## src/rtl/core/swfr_pkg.sv

```systemverilog
// ----------------------------------------------------------------------------
// swfr_pkg
// Shared types and constants of the stop-and-wait frame receiver core.
// ----------------------------------------------------------------------------
package swfr_pkg;

  // Raw stuffed bytes allowed in one payload before the frame is dropped.
  localparam int unsigned MaxStuffedBytes = 2048;
  localparam int unsigned CountW          = 12;

  // Configuration register indexes.
  localparam int unsigned CfgIdxW = 3;
  typedef enum logic [CfgIdxW-1:0] {
    CFG_FLAG_BYTE    = 3'd0,
    CFG_ESCAPE_BYTE  = 3'd1,
    CFG_FLAG_CODE    = 3'd2,
    CFG_ESCAPE_CODE  = 3'd3,
    CFG_ADDRESS_BYTE = 3'd4,
    CFG_CONTROL_SEQ0 = 3'd5,
    CFG_CONTROL_SEQ1 = 3'd6
  } cfg_idx_e;

  // End-of-frame status codes.
  typedef enum logic [2:0] {
    FS_ACCEPTED  = 3'd0,
    FS_DUPLICATE = 3'd1,
    FS_CHECK_ERR = 3'd2,
    FS_ESC_VIOL  = 3'd3,
    FS_OVERFLOW  = 3'd4,
    FS_EMPTY     = 3'd5
  } frame_status_e;

  // Reply codes.
  typedef enum logic [1:0] {
    RK_NONE   = 2'd0,
    RK_RR     = 2'd1,
    RK_REJECT = 2'd2
  } reply_kind_e;

  // Result item kinds.
  typedef enum logic {
    IK_DATA   = 1'b0,
    IK_STATUS = 1'b1
  } item_kind_e;

  // Reset values of the configuration registers.
  localparam logic [7:0] RstFlagByte    = 8'd126;
  localparam logic [7:0] RstEscapeByte  = 8'd125;
  localparam logic [7:0] RstFlagCode    = 8'd94;
  localparam logic [7:0] RstEscapeCode  = 8'd93;
  localparam logic [7:0] RstAddressByte = 8'd3;
  localparam logic [7:0] RstControlSeq0 = 8'd0;
  localparam logic [7:0] RstControlSeq1 = 8'd64;

endpackage

```

## src/rtl/core/stop_and_wait_frame_receiver_core.sv

```systemverilog
// ----------------------------------------------------------------------------
// stop_and_wait_frame_receiver_core
// Hunts for byte-stuffed information frames, destuffs the payload one byte
// late and reports status and reply code at the closing flag or on a fault.
// ----------------------------------------------------------------------------
// Path: a line byte passes the input register, then one pass of frame logic,
// into the output register; a full output holds it in the input register.
// Throughput: one line byte per cycle unless the result channel stalls; the
// input register lets one beat in while a result waits to be taken.
// Reset: configuration returns to its defaults, the receiver hunts for a flag
// and the expected sequence is zero; no clearing pass is needed.
module stop_and_wait_frame_receiver_core (
  input  logic                         clk_i,
  input  logic                         rst_ni,
  // Line byte channel.
  input  logic                         in_valid_i,
  output logic                         in_ready_o,
  input  logic [7:0]                   line_byte_i,
  // Result channel.
  output logic                         out_valid_o,
  input  logic                         out_ready_i,
  output logic                         item_kind_o,
  output logic [7:0]                   data_byte_o,
  output logic [2:0]                   frame_status_o,
  output logic [1:0]                   reply_kind_o,
  output logic                         reply_seq_o,
  // Configuration write channel.
  input  logic                         cfg_valid_i,
  output logic                         cfg_ready_o,
  input  logic [swfr_pkg::CfgIdxW-1:0] cfg_index_i,
  input  logic [7:0]                   cfg_data_i
);
  import swfr_pkg::*;

  typedef enum logic [2:0] {
    ST_HUNT  = 3'd0,
    ST_FLAG  = 3'd1,
    ST_ADDR  = 3'd2,
    ST_CTRL  = 3'd3,
    ST_DATA0 = 3'd4,
    ST_DATAN = 3'd5
  } hunt_state_e;

  // Configuration registers.
  logic [7:0] flag_byte_q, escape_byte_q, flag_code_q, escape_code_q;
  logic [7:0] address_byte_q, control_seq0_q, control_seq1_q;

  // Input register.
  logic       in_full_q;
  logic [7:0] in_byte_q;

  // Receiver state.
  logic [2:0]        state_q, state_d;
  logic              expected_seq_q, expected_seq_d;
  logic              duplicate_mark_q, duplicate_mark_d;
  logic [7:0]        header_check_q, header_check_d;
  logic              escape_pending_q, escape_pending_d;
  logic [7:0]        held_byte_q, held_byte_d;
  logic              held_valid_q, held_valid_d;
  logic [7:0]        running_check_q, running_check_d;
  logic [CountW-1:0] stuffed_count_q, stuffed_count_d;

  // Result register.
  logic       out_valid_q;
  logic       item_kind_q, item_kind_d;
  logic [7:0] data_byte_q, data_byte_d;
  logic [2:0] frame_status_q, frame_status_d;
  logic [1:0] reply_kind_q, reply_kind_d;
  logic       reply_seq_q, reply_seq_d;
  logic       res_d;

  logic       advance;
  logic [7:0] b, want, other, dest;
  logic       dest_ok;

  // The stored beat moves on when the result slot is free or being emptied.
  assign advance     = in_full_q && (!out_valid_q || out_ready_i);
  assign in_ready_o  = !in_full_q || advance;
  assign cfg_ready_o = 1'b1;

  // Configuration writes; unknown indexes are ignored.
  always_ff @(posedge clk_i or negedge rst_ni) begin
    if (!rst_ni) begin
      flag_byte_q    <= RstFlagByte;
      escape_byte_q  <= RstEscapeByte;
      flag_code_q    <= RstFlagCode;
      escape_code_q  <= RstEscapeCode;
      address_byte_q <= RstAddressByte;
      control_seq0_q <= RstControlSeq0;
      control_seq1_q <= RstControlSeq1;
    end else if (cfg_valid_i) begin
      case (cfg_index_i)
        CFG_FLAG_BYTE:    flag_byte_q    <= cfg_data_i;
        CFG_ESCAPE_BYTE:  escape_byte_q  <= cfg_data_i;
        CFG_FLAG_CODE:    flag_code_q    <= cfg_data_i;
        CFG_ESCAPE_CODE:  escape_code_q  <= cfg_data_i;
        CFG_ADDRESS_BYTE: address_byte_q <= cfg_data_i;
        CFG_CONTROL_SEQ0: control_seq0_q <= cfg_data_i;
        CFG_CONTROL_SEQ1: control_seq1_q <= cfg_data_i;
        default: ;
      endcase
    end
  end

  // Input register.
  always_ff @(posedge clk_i or negedge rst_ni) begin
    if (!rst_ni) begin
      in_full_q <= 1'b0;
    end else if (in_valid_i && in_ready_o) begin
      in_full_q <= 1'b1;
    end else if (advance) begin
      in_full_q <= 1'b0;
    end
  end

  always_ff @(posedge clk_i) begin
    if (in_valid_i && in_ready_o) begin
      in_byte_q <= line_byte_i;
    end
  end

  assign b     = in_byte_q;
  assign want  = expected_seq_q ? control_seq1_q : control_seq0_q;
  assign other = expected_seq_q ? control_seq0_q : control_seq1_q;

  // Destuffing of the byte after an escape.
  always_comb begin
    dest_ok = 1'b1;
    if (b == flag_code_q) begin
      dest = flag_byte_q;
    end else if (b == escape_code_q) begin
      dest = escape_byte_q;
    end else begin
      dest    = 8'd0;
      dest_ok = 1'b0;
    end
  end

  // Frame logic for the stored beat.
  always_comb begin
    state_d          = state_q;
    expected_seq_d   = expected_seq_q;
    duplicate_mark_d = duplicate_mark_q;
    header_check_d   = header_check_q;
    escape_pending_d = escape_pending_q;
    held_byte_d      = held_byte_q;
    held_valid_d     = held_valid_q;
    running_check_d  = running_check_q;
    stuffed_count_d  = stuffed_count_q;
    res_d            = 1'b0;
    item_kind_d      = IK_DATA;
    data_byte_d      = 8'd0;
    frame_status_d   = FS_ACCEPTED;
    reply_kind_d     = RK_NONE;
    reply_seq_d      = 1'b0;

    case (state_q)
      ST_FLAG: begin
        if (b == flag_byte_q) state_d = ST_FLAG;
        else if (b == address_byte_q) state_d = ST_ADDR;
        else state_d = ST_HUNT;
      end
      ST_ADDR: begin
        if (b == flag_byte_q) begin
          state_d = ST_FLAG;
        end else if (b == want || b == other) begin
          duplicate_mark_d = (b != want);
          header_check_d   = address_byte_q ^ b;
          state_d          = ST_CTRL;
        end else begin
          state_d = ST_HUNT;
        end
      end
      ST_CTRL: begin
        if (b == flag_byte_q) begin
          state_d = ST_FLAG;
        end else if (b == header_check_q) begin
          state_d          = ST_DATA0;
          escape_pending_d = 1'b0;
          held_byte_d      = 8'd0;
          held_valid_d     = 1'b0;
          running_check_d  = 8'd0;
          stuffed_count_d  = '0;
        end else begin
          state_d = ST_HUNT;
        end
      end
      ST_DATA0, ST_DATAN: begin
        if (stuffed_count_q >= CountW'(MaxStuffedBytes)) begin
          // Too many raw bytes: drop this one and end the frame.
          res_d          = 1'b1;
          item_kind_d    = IK_STATUS;
          frame_status_d = FS_OVERFLOW;
          state_d        = ST_HUNT;
        end else if (b == flag_byte_q) begin
          // Closing flag.
          res_d       = 1'b1;
          item_kind_d = IK_STATUS;
          state_d     = ST_HUNT;
          if (escape_pending_q) begin
            frame_status_d = FS_ESC_VIOL;
          end else if (state_q == ST_DATA0) begin
            frame_status_d = FS_EMPTY;
          end else if (duplicate_mark_q) begin
            frame_status_d = FS_DUPLICATE;
            reply_kind_d   = RK_RR;
            reply_seq_d    = expected_seq_q;
          end else if (held_byte_q != running_check_q) begin
            frame_status_d = FS_CHECK_ERR;
            reply_kind_d   = RK_REJECT;
            reply_seq_d    = expected_seq_q;
          end else begin
            expected_seq_d = !expected_seq_q;
            frame_status_d = FS_ACCEPTED;
            reply_kind_d   = RK_RR;
            reply_seq_d    = !expected_seq_q;
          end
        end else begin
          stuffed_count_d = stuffed_count_q + CountW'(1);
          if (escape_pending_q && !dest_ok) begin
            // Escape followed by an unknown code.
            escape_pending_d = 1'b0;
            res_d            = 1'b1;
            item_kind_d      = IK_STATUS;
            frame_status_d   = FS_ESC_VIOL;
            state_d          = ST_HUNT;
          end else if (!escape_pending_q && b == escape_byte_q) begin
            escape_pending_d = 1'b1;
          end else begin
            // A payload byte is complete: release the one held before it.
            escape_pending_d = 1'b0;
            if (held_valid_q) begin
              running_check_d = running_check_q ^ held_byte_q;
              res_d           = 1'b1;
              data_byte_d     = held_byte_q;
              state_d         = ST_DATAN;
            end
            held_byte_d  = escape_pending_q ? dest : b;
            held_valid_d = 1'b1;
          end
        end
      end
      default: begin
        if (b == flag_byte_q) state_d = ST_FLAG;
        else state_d = ST_HUNT;
      end
    endcase
  end

  // Receiver state and result register.
  always_ff @(posedge clk_i or negedge rst_ni) begin
    if (!rst_ni) begin
      state_q          <= ST_HUNT;
      expected_seq_q   <= 1'b0;
      duplicate_mark_q <= 1'b0;
      header_check_q   <= 8'd0;
      escape_pending_q <= 1'b0;
      held_byte_q      <= 8'd0;
      held_valid_q     <= 1'b0;
      running_check_q  <= 8'd0;
      stuffed_count_q  <= '0;
      out_valid_q      <= 1'b0;
    end else begin
      if (advance) begin
        state_q          <= state_d;
        expected_seq_q   <= expected_seq_d;
        duplicate_mark_q <= duplicate_mark_d;
        header_check_q   <= header_check_d;
        escape_pending_q <= escape_pending_d;
        held_byte_q      <= held_byte_d;
        held_valid_q     <= held_valid_d;
        running_check_q  <= running_check_d;
        stuffed_count_q  <= stuffed_count_d;
      end
      if (advance) begin
        out_valid_q <= res_d;
      end else if (out_ready_i) begin
        out_valid_q <= 1'b0;
      end
    end
  end

  always_ff @(posedge clk_i) begin
    if (advance && res_d) begin
      item_kind_q    <= item_kind_d;
      data_byte_q    <= data_byte_d;
      frame_status_q <= frame_status_d;
      reply_kind_q   <= reply_kind_d;
      reply_seq_q    <= reply_seq_d;
    end
  end

  assign out_valid_o    = out_valid_q;
  assign item_kind_o    = item_kind_q;
  assign data_byte_o    = data_byte_q;
  assign frame_status_o = frame_status_q;
  assign reply_kind_o   = reply_kind_q;
  assign reply_seq_o    = reply_seq_q;

  // The raw byte count never passes the overflow limit.
  a_count_bound: assert property (@(posedge clk_i) disable iff (!rst_ni)
    stuffed_count_q <= CountW'(MaxStuffedBytes))
    else $error("stuffed byte count beyond limit");

  // An accepted frame flips the expected sequence bit.
  a_seq_toggle: assert property (@(posedge clk_i) disable iff (!rst_ni)
    (advance && res_d && item_kind_d == IK_STATUS && frame_status_d == FS_ACCEPTED)
    |=> (expected_seq_q != $past(expected_seq_q)))
    else $error("accepted frame did not toggle sequence");

  // Any status beat sends the receiver back to the hunt.
  a_status_hunt: assert property (@(posedge clk_i) disable iff (!rst_ni)
    (advance && res_d && item_kind_d == IK_STATUS) |=> (state_q == ST_HUNT))
    else $error("receiver not hunting after status");

  // A data beat comes only from a frame in payload with a held byte.
  a_data_src: assert property (@(posedge clk_i) disable iff (!rst_ni)
    (advance && res_d && item_kind_d == IK_DATA)
    |-> (held_valid_q && (state_q == ST_DATA0 || state_q == ST_DATAN)))
    else $error("data beat outside payload");

endmodule

```

## config.mk

```make
export PLATFORM = sky130hd
export DESIGN_NAME = stop_and_wait_frame_receiver_core
export DESIGN_NICKNAME = d
export VERILOG_FILES = /design/src/rtl/core/swfr_pkg.sv /design/src/rtl/core/stop_and_wait_frame_receiver_core.sv
export SDC_FILE = /design/constraint.sdc
export NUM_CORES = 1
export LEC_CHECK = 0
export BUFFER_PORTS_ARGS = -buffer_cell sky130_fd_sc_hd__buf_2
export CELL_PAD_IN_SITES_DETAIL_PLACEMENT = 1
export CELL_PAD_IN_SITES_GLOBAL_PLACEMENT = 1
export CORE_MARGIN = 1
export CORE_UTILIZATION = 30
export CTS_BUF_LIST = sky130_fd_sc_hd__clkbuf_16
export DETAILED_ROUTE_END_ITERATION = 7
export GPL_TIMING_DRIVEN = 1
export PLACE_DENSITY_LB_ADDON = 0.1
export SYNTH_ARGS = -nofsm -noshare
export SYNTH_HDL_FRONTEND = slang
export SYNTH_SLANG_ARGS = --single-unit
```

## constraint.sdc

```tcl
create_clock -name clk_i -period 8.03 [get_ports clk_i]
set_input_delay 1.606 -clock clk_i [delete_from_list [all_inputs] [get_ports clk_i]]
set_output_delay 1.606 -clock clk_i [all_outputs]
set_load 0.03 [all_outputs]
```

======== Word-level counts from Yosys, hierarchy flattened ========
Index checks and enable logic that the tools add are counted.
word-level totals
  bits of input ports ..................... 24
  output and inout bits ................... 18
  flip-flop bits (word level) ............. 124
cells by class
  equality and inequality tests ........... 30
  reduce and logical (&&, ||, !) cells .... 35
  multiplexer cells ....................... 74
  $add $sub $neg .......................... 1
  bitwise gates (word level) .............. 8
  $lt $le $gt $ge ......................... 1
operators by type and width
  cell                   count
  $mux 8                 16
  $eq 8x8->1             8
  $mux 12                4
  $mux 3                 11
  $pmux 8 s2             2
  $mux 1                 29
  $pmux 12 s2            1
  $mux 2                 8
  $ne 8x8->1             2
  $xor 8x8->8            2
  $eq 3x3->1 const B     5
  $ne 2x2->1 const B     7
  $reduce_and 2->1       7
  $add 12x1->12 const B  1
  $eq 3x2->1 const B     4
  $ge 12x12->1 const B   1
  $pmux 3 s4             1
  $reduce_and 6->1       2
  $reduce_or 6->1        2
  $ne 5x5->1 const B     2
  $reduce_and 9->1       1
  $reduce_and 8->1       1
  $eq 3x1->1 const B     2
  $not 1->1              6
  other kinds (10)       24

======== Depth between registers and ports, before layout ========
  word-level depth ........................ 10
  gate-level depth with buffers ........... 9
  gate-level depth less buffers ........... 7

======== Worst setup path before layout ========
Ideal clock, no wire load.
  path type ............................... input-to-output
  from .................................... input port out_ready_i
  to ...................................... output port in_ready_o
  arrival ................................. 1.952 ns
  path slack .............................. 4.472 ns
  required time ........................... 6.424 ns
  stages on the path ...................... 1
  cell sequence ........................... nand3b_1
on the way
  cells in the longest elaborated chain, start to end .. 3
ends and longest elaborated chain
  element            line                                     source
  from (decl)        stop_and_wait_frame_receiver_core.sv:21  input logic out_ready_i,
  $logic_or 1x1->1   stop_and_wait_frame_receiver_core.sv:77  assign advance = in_full_q && (!out_valid_q || out_ready_i);
  $logic_and 1x1->1  stop_and_wait_frame_receiver_core.sv:77
  $logic_or 1x1->1   stop_and_wait_frame_receiver_core.sv:78  assign in_ready_o = !in_full_q || advance;
  to (decl)          stop_and_wait_frame_receiver_core.sv:17  output logic in_ready_o,
No other way between the ends.

======== Worst setup path in the final report ========
Ends and elaborated chain as after synthesis.

==> out/qor.txt <==
post-CTS sizing: 0
CTS tree: done
min cycle time layout: 3700 ps
HPWL after DPL: 11,320 microns
WL/cell: 19.12 microns
H-Tree Depth: 4
Post-Syn Area: 6380 sq um
layout cells sized above 1: 31.42%
Max Freq: 270.3 MHz
VDD IR max: 0.0001385 V
Synth cell types: 46
commonest non-fill, non-tap cell in the layout: dfrtp_1
Via Count: 4,320
Avg Cell Area, Syn: 11.79 sq um
Fill cells: 2,274
Vias/cell: 5.012
GRT Total Usage: 16.39%
Worst EP arrival: 2090 ps
synthesized instance count: 541
core area: 20,560 sq um
Crit Path Class: input port to primary output
DR pass1 iterations: 4
MaxCap Viol Count: 0
ANT cells: 0
worst-path fanout max: 3
final worst path period share: 46.07%
initial antenna violation count: 0
clock-pin transition on the worst setup and hold timing paths: 60 ps
commonest cells after routing, fill and taps aside: dfrtp_1 (76), mux2_2 (73), xor2_1 (39), buf_2 (39), xnor2_1 (34)
asr flop ratio synth: 81.45%
final hold vios: 0
first-pass GRT wire length: 26,890 microns
Initial DRC Count: 187
total power: 1.811 mW
PD cells: 243.9 nW/um^2
CTS max path bufs: 2
CTS sink count: 124
status: complete, no violations
largest net degree at the start of global routing: 67
postcts setup bufs: 0
root buf cell: clkbuf_16
I/O pin count: 42
Most used DFF post-synth: dfrtp_1
worst rel slew slack: 17.93%
sequential element share of the synthesized area: 50.93%
worst-skew pair later-pin latency: 420 ps
Setup crit end kind: primary output
grt ovf: 0
Starting Density: 31.03%
Routed WL: 16,480 microns
Synth Warn #: 0
detailed-route DRC error count: 0
Syn Nets: 567
total negative slack: 0 ps
Seq cells post-synth: 124
worst slew pin tran: 1222 ps
Nets: 605
vias in the first global route: 4,648
CTS buffer count: 17
EDFF count, synth: 23
Max Slew Vio Count: 0
Setup-failing EPs final: 0
Static Leakage: 3.027 nW
unrepaired setup endpoints after global routing: false
worst min path class: flip-flop to flip-flop
Final Wtd Congestion: 0.7571
Die W: 147.8 microns
area delta synth->final: 16.36%
port bufs: 40
Die Span Y: 147.8 microns
Layout Skew: 7.732 ps
Rows: 52
Setup crit start kind: input port
CTS Hold Buffers Added: 0
die area: 21,850 sq um
Final ANT Viol Nets: 0
required time worst endpoint: 6420 ps
==> path summary, 6_finish.rpt <==
kind	start	end	slack (ps)	depth (start not counted)
setup reg to reg	expected_seq_q$_DFFE_PN0P_	header_check_q[2]$_DFFE_PN0P_	4670	6
hold / removal	stuffed_count_q[10]$_DFFE_PN0P_	stuffed_count_q[10]$_DFFE_PN0P_	490	1
max in group asynchronous	rst_ni	held_byte_q[1]$_DFFE_PN0P_	5600	2
min in group asynchronous	rst_ni	control_seq1_q[7]$_DFFE_PN0P_	1160	1
setup / recovery	out_ready_i	in_ready_o	4330	3
hold reg to reg	stuffed_count_q[10]$_DFFE_PN0P_	stuffed_count_q[10]$_DFFE_PN0P_	490	1
==> metrics by stage <==
step           utilization, %  hold slack (ps)  instance area, sq um  worst slack [ps]  cells
2_1_floorplan               -            448.5                  6380              4472    541
3_3_place_gp            33.05            466.7                  6795              4018    829
3_5_place_dp            33.05            476.3                  6795              3925    829
4_1_cts                 36.08            484.6                  7418              4316    861
5_1_grt                 36.11            516.2                  7423              4186    862
6_report                36.11            486.0                  7423              4330    862
==> worst max-delay path: stages <==
cell	delay (ps)
buf_2	110
nand3b_1	180
buf_2	200
==> cell type report <==
class                           count  area [sq um]  share of cell area [%]
Multi-Input combinational cell    383          2938                   39.58
Tap cell                          270         337.8                   4.551
Clock inverter                     15         197.7                   2.663
Sequential cell                   124          3249                   43.77
Inverter                            6         22.52                  0.3034
Timing Repair Buffer               47         252.7                   3.405
Clock buffer                       17         425.4                   5.731
==> sequential cells by signal, indices dropped and copies added (netlist names), 8 cells and up <==
name and cells:
flag_byte_q 8, control_seq1_q 8, address_byte_q 8, b 8
escape_byte_q 8, control_seq0_q 8, held_byte_q 8, escape_code_q 8
header_check_q 8, flag_code_q 8, stuffed_count_q 12, data_byte_o 8
running_check_q 8
==> metal layers <==
layer	wire, microns	GRT usage (%)	share of wire, %	up-vias
li1	-	-	-	2014
met1	7990	22.42	48	2218
met3	517	3.272	3.1	18
met2	7778	26.30	47	70
met4	194	4.536	1.2	0
met5	0	0	0	-
==> power breakdown <==
group	leakage (nW)	switching, mW	internal [mW]
clock	0.289	0.296	0.518
combinational	1.24	0.0947	0.109
sequential	1.50	0.0639	0.729
==> logic make-up (layout without fill, tap and decap cells) <==
group / Yosys count / in the layout / share of synthesized area [%]
AOI/OAI and AO/OA: 82 / 82 / 7.786
other: 1 / 1 / 0.05878
DFF: 124 / 124 / 50.93
xor gates and xnor gates: 73 / 73 / 10.02
and+or+nand+nor: 134 / 134 / 11.90
adders and majority gates: 2 / 2 / 0.3922
buffers and inverters: 34 / 85 / 3.197
muxes: 91 / 91 / 15.71
==> synth_stat cells (2+ instances only) <==
| library cell | instances | area share, % |
|---|---|---|
| a211oi_1 | 2 | 0.24 |
| a21oi_1 | 12 | 0.94 |
| a31oi_1 | 12 | 1.2 |
| and2_1 | 11 | 1.1 |
| and3_1 | 7 | 0.69 |
| buf_4 | 8 | 0.94 |
| buf_6 | 6 | 1.1 |
| clkbuf_1 | 13 | 0.76 |
| dfrtp_1 | 76 | 30 |
| dfstp_2 | 25 | 10 |
| edfxtp_1 | 23 | 11 |
| ha_1 | 2 | 0.39 |
| inv_1 | 6 | 0.35 |
| mux2_2 | 73 | 13 |
| mux2i_1 | 18 | 2.8 |
| nand2_1 | 24 | 1.4 |
| nand2b_1 | 18 | 1.8 |
| nand3_1 | 12 | 0.94 |
| nand4_1 | 4 | 0.39 |
| nand4b_1 | 4 | 0.55 |
| nor2_1 | 19 | 1.1 |
| nor2b_1 | 2 | 0.20 |
| nor3_1 | 7 | 0.55 |
| nor3_4 | 2 | 0.51 |
| nor3b_1 | 3 | 0.35 |
| nor4_1 | 12 | 1.2 |
| nor4_2 | 2 | 0.39 |
| o21ai_0 | 26 | 2.0 |
| o21ai_1 | 9 | 0.71 |
| o22a_1 | 2 | 0.27 |
| o31ai_1 | 12 | 1.4 |
| or2_2 | 3 | 0.29 |
| or4_1 | 2 | 0.24 |
| xnor2_1 | 34 | 4.7 |
| xor2_1 | 39 | 5.4 |
No activity file was read; power rests on OpenSTA's default activity.
